File: src/sv/cosdo_pkg.sv
// Shared types and constants of the CANopen SDO expedited client.
package cosdo_pkg;

    localparam int ID_W    = 11;
    localparam int NODE_W  = 7;
    localparam int TICK_W  = 16;
    localparam int DATA_W  = 32;
    localparam int FRAME_W = 64;

    localparam logic [ID_W-1:0] REQ_BASE_RESET  = 11'h600;
    localparam logic [ID_W-1:0] RESP_BASE_RESET = 11'h580;

    // SDO command specifiers
    localparam logic [7:0] CMD_DOWNLOAD_REQ  = 8'h23;
    localparam logic [7:0] CMD_UPLOAD_REQ    = 8'h40;
    localparam logic [7:0] CMD_DOWNLOAD_RESP = 8'h60;
    localparam logic [7:0] CMD_UPLOAD_RESP   = 8'h40;
    localparam logic [7:0] CMD_ABORT         = 8'h80;
    localparam logic [7:0] CMD_CLASS_MASK    = 8'hE0;
    localparam int         BIT_SIZE_IND      = 0;
    localparam int         BIT_EXPEDITED     = 1;

    localparam logic [TICK_W-1:0] TICK_MAX = '1;
    localparam logic [3:0]        MIN_DLC  = 4'd8;

    typedef enum logic [1:0] {
        ACT_DOWNLOAD = 2'd0,
        ACT_UPLOAD   = 2'd1,
        ACT_FRAME    = 2'd2,
        ACT_TICK     = 2'd3
    } t_action;

    typedef enum logic [2:0] {
        ST_OK      = 3'd0,
        ST_TIMEOUT = 3'd1,
        ST_ABORTED = 3'd2,
        ST_PROTO   = 3'd3,
        ST_BADARG  = 3'd4
    } t_status;

    typedef enum logic {
        KIND_REQUEST    = 1'b0,
        KIND_COMPLETION = 1'b1
    } t_kind;

    localparam logic CFG_REQ_BASE  = 1'b0;
    localparam logic CFG_RESP_BASE = 1'b1;

    typedef struct packed {
        logic [1:0]         action;
        logic [NODE_W-1:0]  node_id;
        logic [15:0]        obj_index;
        logic [7:0]         obj_subindex;
        logic [2:0]         write_len;
        logic [DATA_W-1:0]  write_data;
        logic [TICK_W-1:0]  wait_ticks;
        logic [ID_W-1:0]    frame_id;
        logic               frame_extended;
        logic [3:0]         frame_dlc;
        logic [FRAME_W-1:0] frame_payload;
    } t_in_item;

    typedef struct packed {
        logic               result_kind;
        logic [ID_W-1:0]    tx_id;
        logic [FRAME_W-1:0] tx_payload;
        logic [2:0]         status;
        logic [DATA_W-1:0]  read_data;
        logic [2:0]         read_len;
        logic [DATA_W-1:0]  abort_word;
    } t_out_item;

    // Pending transfer context handed to the response decoder
    typedef struct packed {
        logic               is_upload;
        logic [NODE_W-1:0]  node;
        logic [15:0]        index;
        logic [7:0]         subindex;
        logic               expired;
    } t_pending;

    typedef struct packed {
        logic              hit;
        logic [2:0]        status;
        logic [DATA_W-1:0] read_data;
        logic [2:0]        read_len;
        logic [DATA_W-1:0] abort_word;
    } t_rx_result;

endpackage

File: src/sv/cosdo_rx_decode.sv
// Filter and decode of a received SDO response frame.
module cosdo_rx_decode
    import cosdo_pkg::*;
(
    input  logic [ID_W-1:0]    i_resp_base,
    input  t_pending           i_pend,
    input  logic [ID_W-1:0]    i_frame_id,
    input  logic               i_frame_extended,
    input  logic [3:0]         i_frame_dlc,
    input  logic [FRAME_W-1:0] i_frame_payload,
    output t_rx_result         o_rx
);

    logic [7:0]        b0;
    logic [15:0]       ridx;
    logic [7:0]        rsub;
    logic [DATA_W-1:0] hi;
    logic [2:0]        up_len;
    logic [DATA_W-1:0] len_mask;

    assign b0   = i_frame_payload[7:0];
    assign ridx = i_frame_payload[23:8];
    assign rsub = i_frame_payload[31:24];
    assign hi   = i_frame_payload[63:32];

    always_comb begin
        if (b0[BIT_SIZE_IND]) begin
            up_len = 3'd4 - {1'b0, b0[3:2]};
        end else begin
            up_len = 3'd4;
        end
        len_mask = {{8{up_len >= 3'd4}}, {8{up_len >= 3'd3}}, {8{up_len >= 3'd2}}, 8'hFF};
    end

    always_comb begin
        o_rx = '0;
        o_rx.hit = !i_pend.expired && !i_frame_extended && (i_frame_dlc >= MIN_DLC)
                && (i_frame_id == (i_resp_base | {{(ID_W-NODE_W){1'b0}}, i_pend.node}))
                && (ridx == i_pend.index) && (rsub == i_pend.subindex);
        if ((b0 & CMD_CLASS_MASK) == CMD_ABORT) begin
            o_rx.status     = ST_ABORTED;
            o_rx.abort_word = hi;
        end else if (!i_pend.is_upload) begin
            o_rx.status = (b0 == CMD_DOWNLOAD_RESP) ? ST_OK : ST_PROTO;
        end else if (((b0 & CMD_CLASS_MASK) != CMD_UPLOAD_RESP) || !b0[BIT_EXPEDITED]) begin
            o_rx.status = ST_PROTO;
        end else begin
            o_rx.status    = ST_OK;
            o_rx.read_data = hi & len_mask;
            o_rx.read_len  = up_len;
        end
    end

endmodule

File: src/sv/canopen_sdo_expedited_client.sv
// Top level of the CANopen SDO expedited transfer client.
//
//  channel   direction  handshake                        payload
//  --------  ---------  -------------------------------  ----------------------
//  input     in         i_in_valid / o_in_ready          i_in_item  (t_in_item)
//  output    out        o_out_valid / i_out_ready        o_out_item (t_out_item)
//  config    in         i_cfg_we (no wait)               i_cfg_addr, i_cfg_data
//
// One transaction is taken per cycle. Each is decoded in the cycle it is
// accepted against the transfer state and yields zero or one result, which
// lands in a two-entry registered output queue and is shown once at its head.
// Input stalls only when both queue entries hold results not yet taken.
// Reset (synchronous, active low) clears the transfer state and the queue
// and restores the default request and response identifier bases.
module canopen_sdo_expedited_client
    import cosdo_pkg::*;
(
    input  logic            i_clk,
    input  logic            i_rst_n,
    input  logic            i_in_valid,
    output logic            o_in_ready,
    input  t_in_item        i_in_item,
    output logic            o_out_valid,
    input  logic            i_out_ready,
    output t_out_item       o_out_item,
    input  logic            i_cfg_we,
    input  logic            i_cfg_addr,
    input  logic [ID_W-1:0] i_cfg_data
);

    // Configuration registers
    logic [ID_W-1:0] r_req_base, r_resp_base;

    // Transfer state
    logic              r_busy, n_busy;
    logic              r_is_upload, n_is_upload;
    logic [NODE_W-1:0] r_node, n_node;
    logic [15:0]       r_index, n_index;
    logic [7:0]        r_subindex, n_subindex;
    logic [TICK_W-1:0] r_elapsed, n_elapsed;
    logic [TICK_W-1:0] r_limit, n_limit;

    // Output queue
    logic [1:0] r_count, n_count;
    t_out_item  r_q0, n_q0, r_q1, n_q1;

    logic       accept, pop, push;
    t_out_item  res;
    t_pending   pend;
    t_rx_result rx;
    logic [1:0] slot;

    logic [DATA_W-1:0] dl_mask;
    logic [2:0]        len_gap;
    logic [7:0]        cmd;
    logic [DATA_W-1:0] tx_data;
    logic [TICK_W-1:0] tick_next;

    assign o_in_ready  = (r_count != 2'd2);
    assign accept      = i_in_valid && o_in_ready;
    assign o_out_valid = (r_count != 2'd0);
    assign pop         = o_out_valid && i_out_ready;
    assign o_out_item  = r_q0;

    always_ff @(posedge i_clk) begin
        if (!i_rst_n) begin
            r_req_base  <= REQ_BASE_RESET;
            r_resp_base <= RESP_BASE_RESET;
        end else if (i_cfg_we) begin
            case (i_cfg_addr)
                CFG_REQ_BASE:  r_req_base  <= i_cfg_data;
                CFG_RESP_BASE: r_resp_base <= i_cfg_data;
                default: ;
            endcase
        end
    end

    assign pend.is_upload = r_is_upload;
    assign pend.node      = r_node;
    assign pend.index     = r_index;
    assign pend.subindex  = r_subindex;
    assign pend.expired   = (r_elapsed >= r_limit);

    cosdo_rx_decode u_rx_decode (
        .i_resp_base      (r_resp_base),
        .i_pend           (pend),
        .i_frame_id       (i_in_item.frame_id),
        .i_frame_extended (i_in_item.frame_extended),
        .i_frame_dlc      (i_in_item.frame_dlc),
        .i_frame_payload  (i_in_item.frame_payload),
        .o_rx             (rx)
    );

    // Request frame build: command byte, index, subindex, masked download bytes
    always_comb begin
        len_gap = 3'd4 - i_in_item.write_len;
        dl_mask = {{8{i_in_item.write_len >= 3'd4}}, {8{i_in_item.write_len >= 3'd3}},
                   {8{i_in_item.write_len >= 3'd2}}, 8'hFF};
        if (i_in_item.action == ACT_DOWNLOAD) begin
            cmd     = CMD_DOWNLOAD_REQ | {4'b0, len_gap[1:0], 2'b0};
            tx_data = i_in_item.write_data & dl_mask;
        end else begin
            cmd     = CMD_UPLOAD_REQ;
            tx_data = '0;
        end
        tick_next = (r_elapsed != TICK_MAX) ? r_elapsed + 1'b1 : r_elapsed;
    end

    // Transaction decode against the transfer state
    always_comb begin
        n_busy      = r_busy;
        n_is_upload = r_is_upload;
        n_node      = r_node;
        n_index     = r_index;
        n_subindex  = r_subindex;
        n_elapsed   = r_elapsed;
        n_limit     = r_limit;
        push        = 1'b0;
        res         = '0;
        if (accept) begin
            case (i_in_item.action)
                ACT_DOWNLOAD, ACT_UPLOAD: begin
                    // drop a start while a transfer is open
                    if (!r_busy) begin
                        push = 1'b1;
                        if ((i_in_item.action == ACT_DOWNLOAD) &&
                            ((i_in_item.write_len == 3'd0) || (i_in_item.write_len > 3'd4))) begin
                            res.result_kind = KIND_COMPLETION;
                            res.status      = ST_BADARG;
                        end else begin
                            res.result_kind = KIND_REQUEST;
                            res.tx_id       = r_req_base
                                            | {{(ID_W-NODE_W){1'b0}}, i_in_item.node_id};
                            res.tx_payload  = {tx_data, i_in_item.obj_subindex,
                                               i_in_item.obj_index, cmd};
                            n_busy      = 1'b1;
                            n_is_upload = (i_in_item.action == ACT_UPLOAD);
                            n_node      = i_in_item.node_id;
                            n_index     = i_in_item.obj_index;
                            n_subindex  = i_in_item.obj_subindex;
                            n_elapsed   = '0;
                            n_limit     = i_in_item.wait_ticks;
                        end
                    end
                end
                ACT_TICK: begin
                    if (r_busy) begin
                        n_elapsed = tick_next;
                        if (tick_next >= r_limit) begin
                            push            = 1'b1;
                            res.result_kind = KIND_COMPLETION;
                            res.status      = ST_TIMEOUT;
                            n_busy          = 1'b0;
                        end
                    end
                end
                ACT_FRAME: begin
                    if (r_busy && rx.hit) begin
                        push            = 1'b1;
                        res.result_kind = KIND_COMPLETION;
                        res.status      = rx.status;
                        res.read_data   = rx.read_data;
                        res.read_len    = rx.read_len;
                        res.abort_word  = rx.abort_word;
                        n_busy          = 1'b0;
                    end
                end
                default: ;
            endcase
        end
    end

    // Output queue: pop shifts the second entry forward, push fills the next free slot
    always_comb begin
        n_q0    = r_q0;
        n_q1    = r_q1;
        n_count = r_count + {1'b0, push} - {1'b0, pop};
        slot    = r_count - {1'b0, pop};
        if (pop) begin
            n_q0 = r_q1;
        end
        if (push) begin
            if (slot == 2'd0) begin
                n_q0 = res;
            end else begin
                n_q1 = res;
            end
        end
    end

    always_ff @(posedge i_clk) begin
        if (!i_rst_n) begin
            r_busy      <= 1'b0;
            r_is_upload <= 1'b0;
            r_node      <= '0;
            r_index     <= '0;
            r_subindex  <= '0;
            r_elapsed   <= '0;
            r_limit     <= '0;
            r_count     <= '0;
        end else begin
            r_busy      <= n_busy;
            r_is_upload <= n_is_upload;
            r_node      <= n_node;
            r_index     <= n_index;
            r_subindex  <= n_subindex;
            r_elapsed   <= n_elapsed;
            r_limit     <= n_limit;
            r_count     <= n_count;
        end
    end

    // Queue payload holds no reset
    always_ff @(posedge i_clk) begin
        r_q0 <= n_q0;
        r_q1 <= n_q1;
    end

endmodule
File: config.mk
export PLATFORM = sky130hd
export DESIGN_NAME = canopen_sdo_expedited_client
export DESIGN_NICKNAME = d
export VERILOG_FILES = /design/src/sv/cosdo_pkg.sv /design/src/sv/cosdo_rx_decode.sv /design/src/sv/canopen_sdo_expedited_client.sv
export SDC_FILE = /design/constraint.sdc
export NUM_CORES = 1
export LEC_CHECK = 0
export ABC_AREA = 0
export BUFFER_PORTS_ARGS = -buffer_cell sky130_fd_sc_hd__buf_4
export CORE_ASPECT_RATIO = 2
export CORE_UTILIZATION = 35
export DETAILED_ROUTE_END_ITERATION = 6
export GPL_TIMING_DRIVEN = 0
export PLACE_DENSITY = 0.58
export SLEW_MARGIN = 20
export SYNTH_ARGS = -nofsm -noshare
export SYNTH_HDL_FRONTEND = slang
export SYNTH_SLANG_ARGS = --single-unit
File: constraint.sdc
create_clock -name i_clk -period 24.7 [get_ports i_clk]
set_input_delay 4.94 -clock i_clk [delete_from_list [all_inputs] [get_ports i_clk]]
set_output_delay 4.94 -clock i_clk [all_outputs]
set_load 0.02 [all_outputs]
==> metrics.md, run 1 <==
| Metric | Value |
|---|---|
| Status | `complete, no violations` |
| DRC Markers | `0` |
| Setup TNS | `0 ps` |
| Setup Viol. Count Final | `0` |
| Synth Flop Type | `dfxtp_1` |
| Cts bufs inserted | `37` |
| Die extent in x | `157.6 um` |
| # hold bufs at CTS | `0` |
| Initial antenna violation count | `4` |
| Synth async-reset ratio | `0%` |
| Placed insts | `2617` |
| CTS tree | `done` |
| Worst EP required | `24940 ps` |
| Worst-path cell chain | `buf_4, xnor2_1, nand4_1, nor4_1, o2111ai_2, nor3_2, nor3_1, nor4_2, buf_4, buf_2, buf_2, buf_2, buf_4, buf_4, buf_4, buf_2` |
| Total number of vias | `13020` |
| Final Hold Viols | `0` |
| Final nets | `2244` |
| Reg clk slew, reported paths | `70 ps` |
| Clk root buf | `clkbuf_16` |
| Post-synth EDFFs | `142` |
| Cell-internal power | `0.001480 W` |
| RSZ-0062 raised after global routing | `no` |
| Rows | `113` |
| Type of origin of the critical path | `input port` |
| Vias in the first global route | `13390` |
| Syn_area_per_cell | `10.37 um2` |
| DP HPWL | `40.57 mm` |
| Ports | `329` |
| Gate Count Post-Synth | `1633` |
| Crit path buf inv count | `9` |
| Post CTS Setup Buffer Count | `0` |
| Finished Layout Cells | `2685` |
| Final Max Tran Viols | `0` |
| Fmax | `0.1069 GHz` |
| CORE AREA | `47650 um2` |
| Max Cap Viol | `0` |
| Pwr per Cell Area | `105.1 nW/um2` |
| Synthesized area | `16940 um2` |
| Die Ht | `313.1 um` |
| Final WS setup | `15340 ps` |
| Global-route wire length before repair | `77.81 mm` |
| Starting Density | `35.55%` |
| Sequential element share of the synthesized area | `52.95%` |
| Worst EP arrival | `9600 ps` |
| Yosys reg bits | `377` |
| Synth Warn # | `0` |
| Clock sinks | `377` |
| Grt total ovfl | `0` |
| Synth-to-Final Area Change | `27.06%` |
| Logic pwr share | `36.6%` |
| Largest net degree at the start of global routing | `16` |
| Worst slack, placed | `14730 ps` |
| Slowest CP cell | `nor4_1` |
| # resized after CTS | `0` |
| Netlist cell types | `58` |
| Worst-Skew Late Latency | `530 ps` |
| Worst VDD drop | `0.00006085 V` |
| DR vias/cell | `4.849` |
| Most used cell, CP | `buf_4` |
| CP peak stage delay | `870 ps` |
| GRT Overall Usage | `21.09%` |
| Drt total wl | `52.08 mm` |
| WS Path Type | `input port to flop` |
| Mapped Nets | `1853` |
| 1st-iter DRT viols | `628` |
| RD Place Congestion | `0.8874` |
| CP Max Fanout | `7` |
| Leak Pwr | `9.964 nW` |
| Net switching power figure | `0.0007825 W` |
| Layout cell share with drive strength beyond 1 | `24.55%` |
| Slew headroom | `32.12%` |
| Worst-case clock buffer depth | `3` |
| 1st-pass router iterations | `4` |
| Crit end category | `flop` |
| Min-delay worst type | `flop to flop` |
| Worst slew pin tran | `1018 ps` |
| H-tree levels | `2` |
| Sw frac | `34.58%` |
| DIE AREA | `49330 um2` |
| Crit share post-route | `37.89%` |
| I/O Buffers | `324` |
| Clock Power Share | `24.9%` |
| Reg power frac | `38.5%` |
| Min cycle time layout | `9359 ps` |
| Clk_skew | `19.48 ps` |
| Final antenna-violating net count | `0` |
| Top delay family on crit path | `simple AND/OR/NAND/NOR gates` |
| Wire per inst | `19.40 um` |
-- final timing paths --
check	to	slack, ps	start	cells past startpoint
max	r_q1[50]$_DFFE_PP_	15340	i_in_item[76]	16
min	r_req_base[7]$_SDFFE_PN0P_	460	r_req_base[7]$_SDFFE_PN0P_	2
max reg2reg	r_q1[50]$_DFFE_PP_	17950	r_elapsed[4]$_SDFFE_PN0P_	23
min reg2reg	r_req_base[7]$_SDFFE_PN0P_	460	r_req_base[7]$_SDFFE_PN0P_	2
-- worst min-delay path: stages, from the launching register on --
cell      delay [ps]
dfxtp_1          310
nand2_1           40
a21boi_0          60
-- placed cells by master (no fill, tap or decap), types with 5 or more instances in the layout --
cell type  count
o21a_1         9
mux2i_1      139
nor2b_1        5
edfxtp_1     142
clkbuf_16     39
mux2_2         7
and3_1        43
nand3_1       34
and2_1        36
xnor2_1       38
nand2b_1       8
nor4_1         5
buf_6          7
nor3_1        16
nand4_1       39
o21ai_0       16
ha_1          39
dfxtp_1      235
clkbuf_1      71
nor2_1        37
a22o_1         5
buf_4        342
a21oi_1       24
buf_1          5
a21boi_0      67
mux2_1         8
nand2_1      387
mux2_4        59
inv_1         99
buf_2         24
-- sequential cells by signal, indices dropped and copies added (netlist names) --
signal,count
o_out_item,146
r_q1,142
r_elapsed,16
r_index,16
r_limit,16
r_req_base,11
r_resp_base,11
r_subindex,8
r_node,7
r_count,2
r_busy,1
r_is_upload,1
-- per-layer routing --
layer | global-route usage, % | routed length (um)
met1 | 21.95 | 18980
met5 | 0 | 13
met4 | 11.10 | 2691
met3 | 3.429 | 2518
met2 | 39.60 | 27870
-- Yosys cell counts (all sizes together) (3+ instances only) --
cell,n,area [um2]
o21a,9,67.56
a22o,5,43.79
inv,100,375.4
a211oi,4,30.03
o22ai,3,18.77
nor2b,5,31.28
nand3,34,170.2
dfxtp,235,4705
nor2,37,138.9
mux2i,139,1391
nand2b,8,50.05
nor3b,3,22.52
and2,36,225.2
mux2,74,1055
nor3,17,90.09
a21oi,24,120.1
nand2,387,1453
nand4,39,244.0
a21boi,67,503.0
edfxtp,142,4264
buf,26,182.7
a31oi,4,25.02
and3,43,269.0
clkbuf,61,229.0
ha,39,488.0
nor4,6,37.54
o21ai,16,80.08
nor4b,4,56.30
o31ai,3,22.52
xnor2,38,332.8
-- through the flow --
stage	hold slack (ps)	util [%]	area (um2)	power [W]
5_1_grt	485.7	45.16	21520	0.002381
3_3_place_gp	450.2	42.32	20160	0.001724
3_5_place_dp	449.6	42.69	20340	0.001726
4_1_cts	465.8	45.15	21510	0.002294
2_1_floorplan	432.3	-	16940	0.001379
6_report	463.5	45.17	21520	0.002263
-- logic make-up (layout without fill, tap and decap cells) --
group | after synthesis | after routing | synth area share [%]
AOI/OAI and AO/OA | 148 | 148 | 6.087
and+or+nand+nor | 629 | 629 | 16.93
other | 0 | 4 | 0
DFF | 377 | 377 | 52.95
xor gates and xnor gates | 40 | 40 | 2.068
muxes | 213 | 213 | 14.44
adders and majority gates | 39 | 39 | 2.881
buffers and inverters | 187 | 603 | 4.646
-- power by group through the flow --
stage          sequential, W  clock (W)  combinational (W)
6_report            0.000870   0.000564           0.000829
5_1_grt             0.000885   0.000599           0.000898
4_1_cts             0.000873   0.000578           0.000843
3_5_place_dp        0.000885          0           0.000840
3_3_place_gp        0.000905          0           0.000819
2_1_floorplan        0.00101          0           0.000366
-- area by class of cell --
| cell class | count | area [um2] |
|---|---|---|
| Timing Repair Buffer | 352 | 2603 |
| Clock inverter | 13 | 132.6 |
| Fill cell | 4699 | 26130 |
| Antenna cell | 4 | 10.01 |
| Clock buffer | 51 | 1041 |
| Tap cell | 632 | 790.8 |
| Sequential cell | 377 | 8969 |
| Multi-Input combinational cell | 1069 | 7189 |
| Inverter | 100 | 375.4 |
| Buffer | 87 | 411.6 |
Power figures use the tool's default switching activity.
==> run 2, diff against run 1 <==
clock period = 9.6 ns   (was 24.7 ns; I/O delays follow)
==> run 2 against run 1 <==
  * Utilization is 0.22 points higher
  * Sequential share of layout area down 0.20 points
  * Design area increased by 0.48%
  * Clock power grew to 2.7 times the previous value
  * Critical path type is now flop to flop
  * Final cell count fell by 0.37%
  * First-iteration DRC count fell by 4.8%
  * Non-clock buffer count decreased by 11
  * Global-route usage grew 0.13 points
  * Via count fell by 0.86%
  * Count of clock-buffer cells in the layout shrank 5
  * Sequential power increased to 2.6 times the previous value
  * Clock skew is 4.1 ps lower
==> metrics.md, run 2 (synthesis results as in run 1) <==
| Metric | Value |
|---|---|
| Clock sinks | `377 (unchanged)` |
| RD Place Congestion | `0.8983 (+1.2%)` |
| Vias in the first global route | `13310 (-0.59%)` |
| Worst slack, placed | `3483 ps (-11240 ps)` |
| Worst slew pin tran | `1040 ps (+22.25 ps)` |
| Max Cap Viol | `0 (unchanged)` |
| Synth-to-Final Area Change | `27.67%` |
| Global-route wire length before repair | `77.78 mm (about the same)` |
| Cts bufs inserted | `37 (unchanged)` |
| CP Max Fanout | `11 (+4)` |
| I/O Buffers | `324 (unchanged)` |
| Min cycle time layout | `6117 ps` |
| Drt total wl | `52.63 mm (+1.1%)` |
| Post CTS Setup Buffer Count | `0 (unchanged)` |
| Final instance area | `21630 um2 (+0.48%)` |
| Top delay family on crit path | `simple AND/OR/NAND/NOR gates` |
| Initial antenna violation count | `8 (+4)` |
| Filler cells | `4632 (-1.4%)` |
| Clk root buf | `clkbuf_16` |
| Worst-Skew Late Latency | `530 ps (about the same)` |
| GRT Overall Usage | `21.22% (+0.13 points)` |
| Clk_skew | `15.41 ps (-4.076 ps)` |
| Worst-path cell chain | `clkbuf_1, nand4_1, nor4_1, and3_1, clkbuf_1, a21oi_1, and4_1, xor2_1, ha_1, nand4_1, a211oi_1, a211oi_1, nor3_1, nor3_1, nor4_4, buf_6, buf_4, buf_8, buf_6, buf_6` |
| Crit share post-route | `63.72%` |
| Crit end category | `flop` |
| Commonest non-fill, non-tap cells in the layout | `nand2_1, buf_4, dfxtp_1, edfxtp_1, mux2i_1` |
| DRC Markers | `0 (unchanged)` |
| 1st-pass router iterations | `5 (+1)` |
| Reg clk slew, reported paths | `70 ps (about the same)` |
| Commonest non-fill, non-tap cell in the layout | `nand2_1` |
| Grt total ovfl | `0 (unchanged)` |
| Type of origin of the critical path | `flop` |
| Worst EP required | `9840 ps (-15100 ps)` |
| Setup Viol. Count Final | `0 (unchanged)` |
| Slowest CP cell | `nor4_1` |
| Placed insts | `2606 (-0.42%)` |
| Wire per inst | `19.68 um (+1.4%)` |
| # hold bufs at CTS | `0 (unchanged)` |
| Final core occ | `45.39% (+0.22 points)` |
| Worst hold path depth | `2 (unchanged)` |
| Fmax | `0.1635 GHz` |
| Cells on worst reg2reg path | `20 (-13%)` |
| DIE AREA | `49330 um2 (unchanged)` |
| CORE AREA | `47650 um2 (unchanged)` |
| Rows | `113 (unchanged)` |
| Worst-case clock buffer depth | `3 (unchanged)` |
| Most used cell, CP | `buf_6` |
| Crit. path cell count | `20 (+4)` |
| CP peak stage delay | `600 ps (-270 ps)` |
| CTS tree | `done` |
| Total number of vias | `12910 (-0.86%)` |
| Leak Pwr | `9.964 nW (about the same)` |
| Final antenna-violating net count | `0 (unchanged)` |
| Worst EP arrival | `6360 ps (-3240 ps)` |
| Layout cell share with drive strength beyond 1 | `24.42% (-0.12 points)` |
| Die extent in x | `157.6 um (unchanged)` |
| Finished Layout Cells | `2675 (-0.37%)` |
| Register area | `8969 um2 (unchanged)` |
| Largest net degree at the start of global routing | `17 (+1)` |
| H-tree levels | `2 (unchanged)` |
| WS Path Type | `flop to flop` |
| # resized after CTS | `0 (unchanged)` |
| Ports | `329 (unchanged)` |
| Final WS setup | `3483 ps (-11860 ps)` |
| Min-delay worst type | `flop to flop` |
| Setup TNS | `0 ps (unchanged)` |
| Crit path buf inv count | `7 (-2)` |
| Area occupied by multi-input gates | `7198 um2 (+0.12%)` |
| Status | `complete, no violations` |
| RSZ-0062 raised after global routing | `no` |
| 1st-iter DRT viols | `598 (-4.8%)` |
| DP HPWL | `40.83 mm (+0.64%)` |
| Worst VDD drop | `0.0001524 V (+150%)` |
| Final Max Tran Viols | `0 (unchanged)` |
| DR vias/cell | `4.825 (-0.49%)` |
| Final Hold Viols | `0 (unchanged)` |
| Number of flip-flops in the largest register | `146 (unchanged)` |
| Starting Density | `35.55% (unchanged)` |
| Die Ht | `313.1 um (unchanged)` |
| Placement Cell Area | `20370 um2 (+0.17%)` |
| Pwr per Cell Area | `273.1 nW/um2 (+160%)` |
| Final nets | `2233 (-0.49%)` |
| Slew headroom | `30.64% (-1.5 points)` |
run 2: cell types whose count changed in the layout (fill, tap and decap cells not counted), sizes merged:
cell	change
buf	-11
clkbuf	-5
clkinv	+5
bufinv	+3
clkinvlp	-1
inv	-1
run 2: cell type report:
type	instances	area share (%)
antenna	4	0.04629
buffer	87	1.903
clock buffer	46	4.669
clock inverter	19	1.082
inverter	100	1.736
multi-input combinational	1069	33.29
sequential	377	41.47
tap	632	3.657
timing repair buffer	341	12.15
run 2: worst paths after layout:
check,end,from,slack [ps]
worst min register to register,r_req_base[9]$_SDFFE_PN1P_,r_req_base[9]$_SDFFE_PN1P_,460
worst max register to register,r_q1[111]$_DFFE_PP_,r_elapsed[4]$_SDFFE_PN0P_,3480
worst max-delay path,r_q1[111]$_DFFE_PP_,r_elapsed[4]$_SDFFE_PN0P_,3480
worst min-delay path,r_req_base[9]$_SDFFE_PN1P_,r_req_base[9]$_SDFFE_PN1P_,460
run 2: worst register-to-register path, stage by stage (launching register included):
cell	delay, ps
dfxtp_1	350
clkbuf_1	270
nand4_1	250
nor4_1	600
and3_1	250
clkbuf_1	190
a21oi_1	250
and4_1	320
xor2_1	160
ha_1	300
nand4_1	160
a211oi_1	450
a211oi_1	140
nor3_1	520
nor3_1	180
nor4_4	510
buf_6	230
buf_4	230
buf_8	180
buf_6	150
buf_6	150
run 2: power by group:
part           switching (W)  internal (W)  total, W
sequential          0.000211       0.00204   0.00225
combinational        0.00118      0.000961   0.00214
clock               0.000638      0.000885   0.00152
total                0.00202       0.00388   0.00591
run 2: stage by stage:
stage,hold WS (ps),power [W]
global route,474.4,0.006206
CTS,464.9,0.005988
floorplan,432.3,0.003527
finish,459.7,0.005905
global placement,448.3,0.004400
detailed placement,448.4,0.004449
run 2: layer usage:
layer  track usage [%]  wire (um)  vias to the layer above
met3             3.788       2426                      114
met2             41.02      28820                      347
li1                  -          -                     6353
met4             10.83       2584                        8
met1             20.97      18750                     6085
met5                 0         55                        -
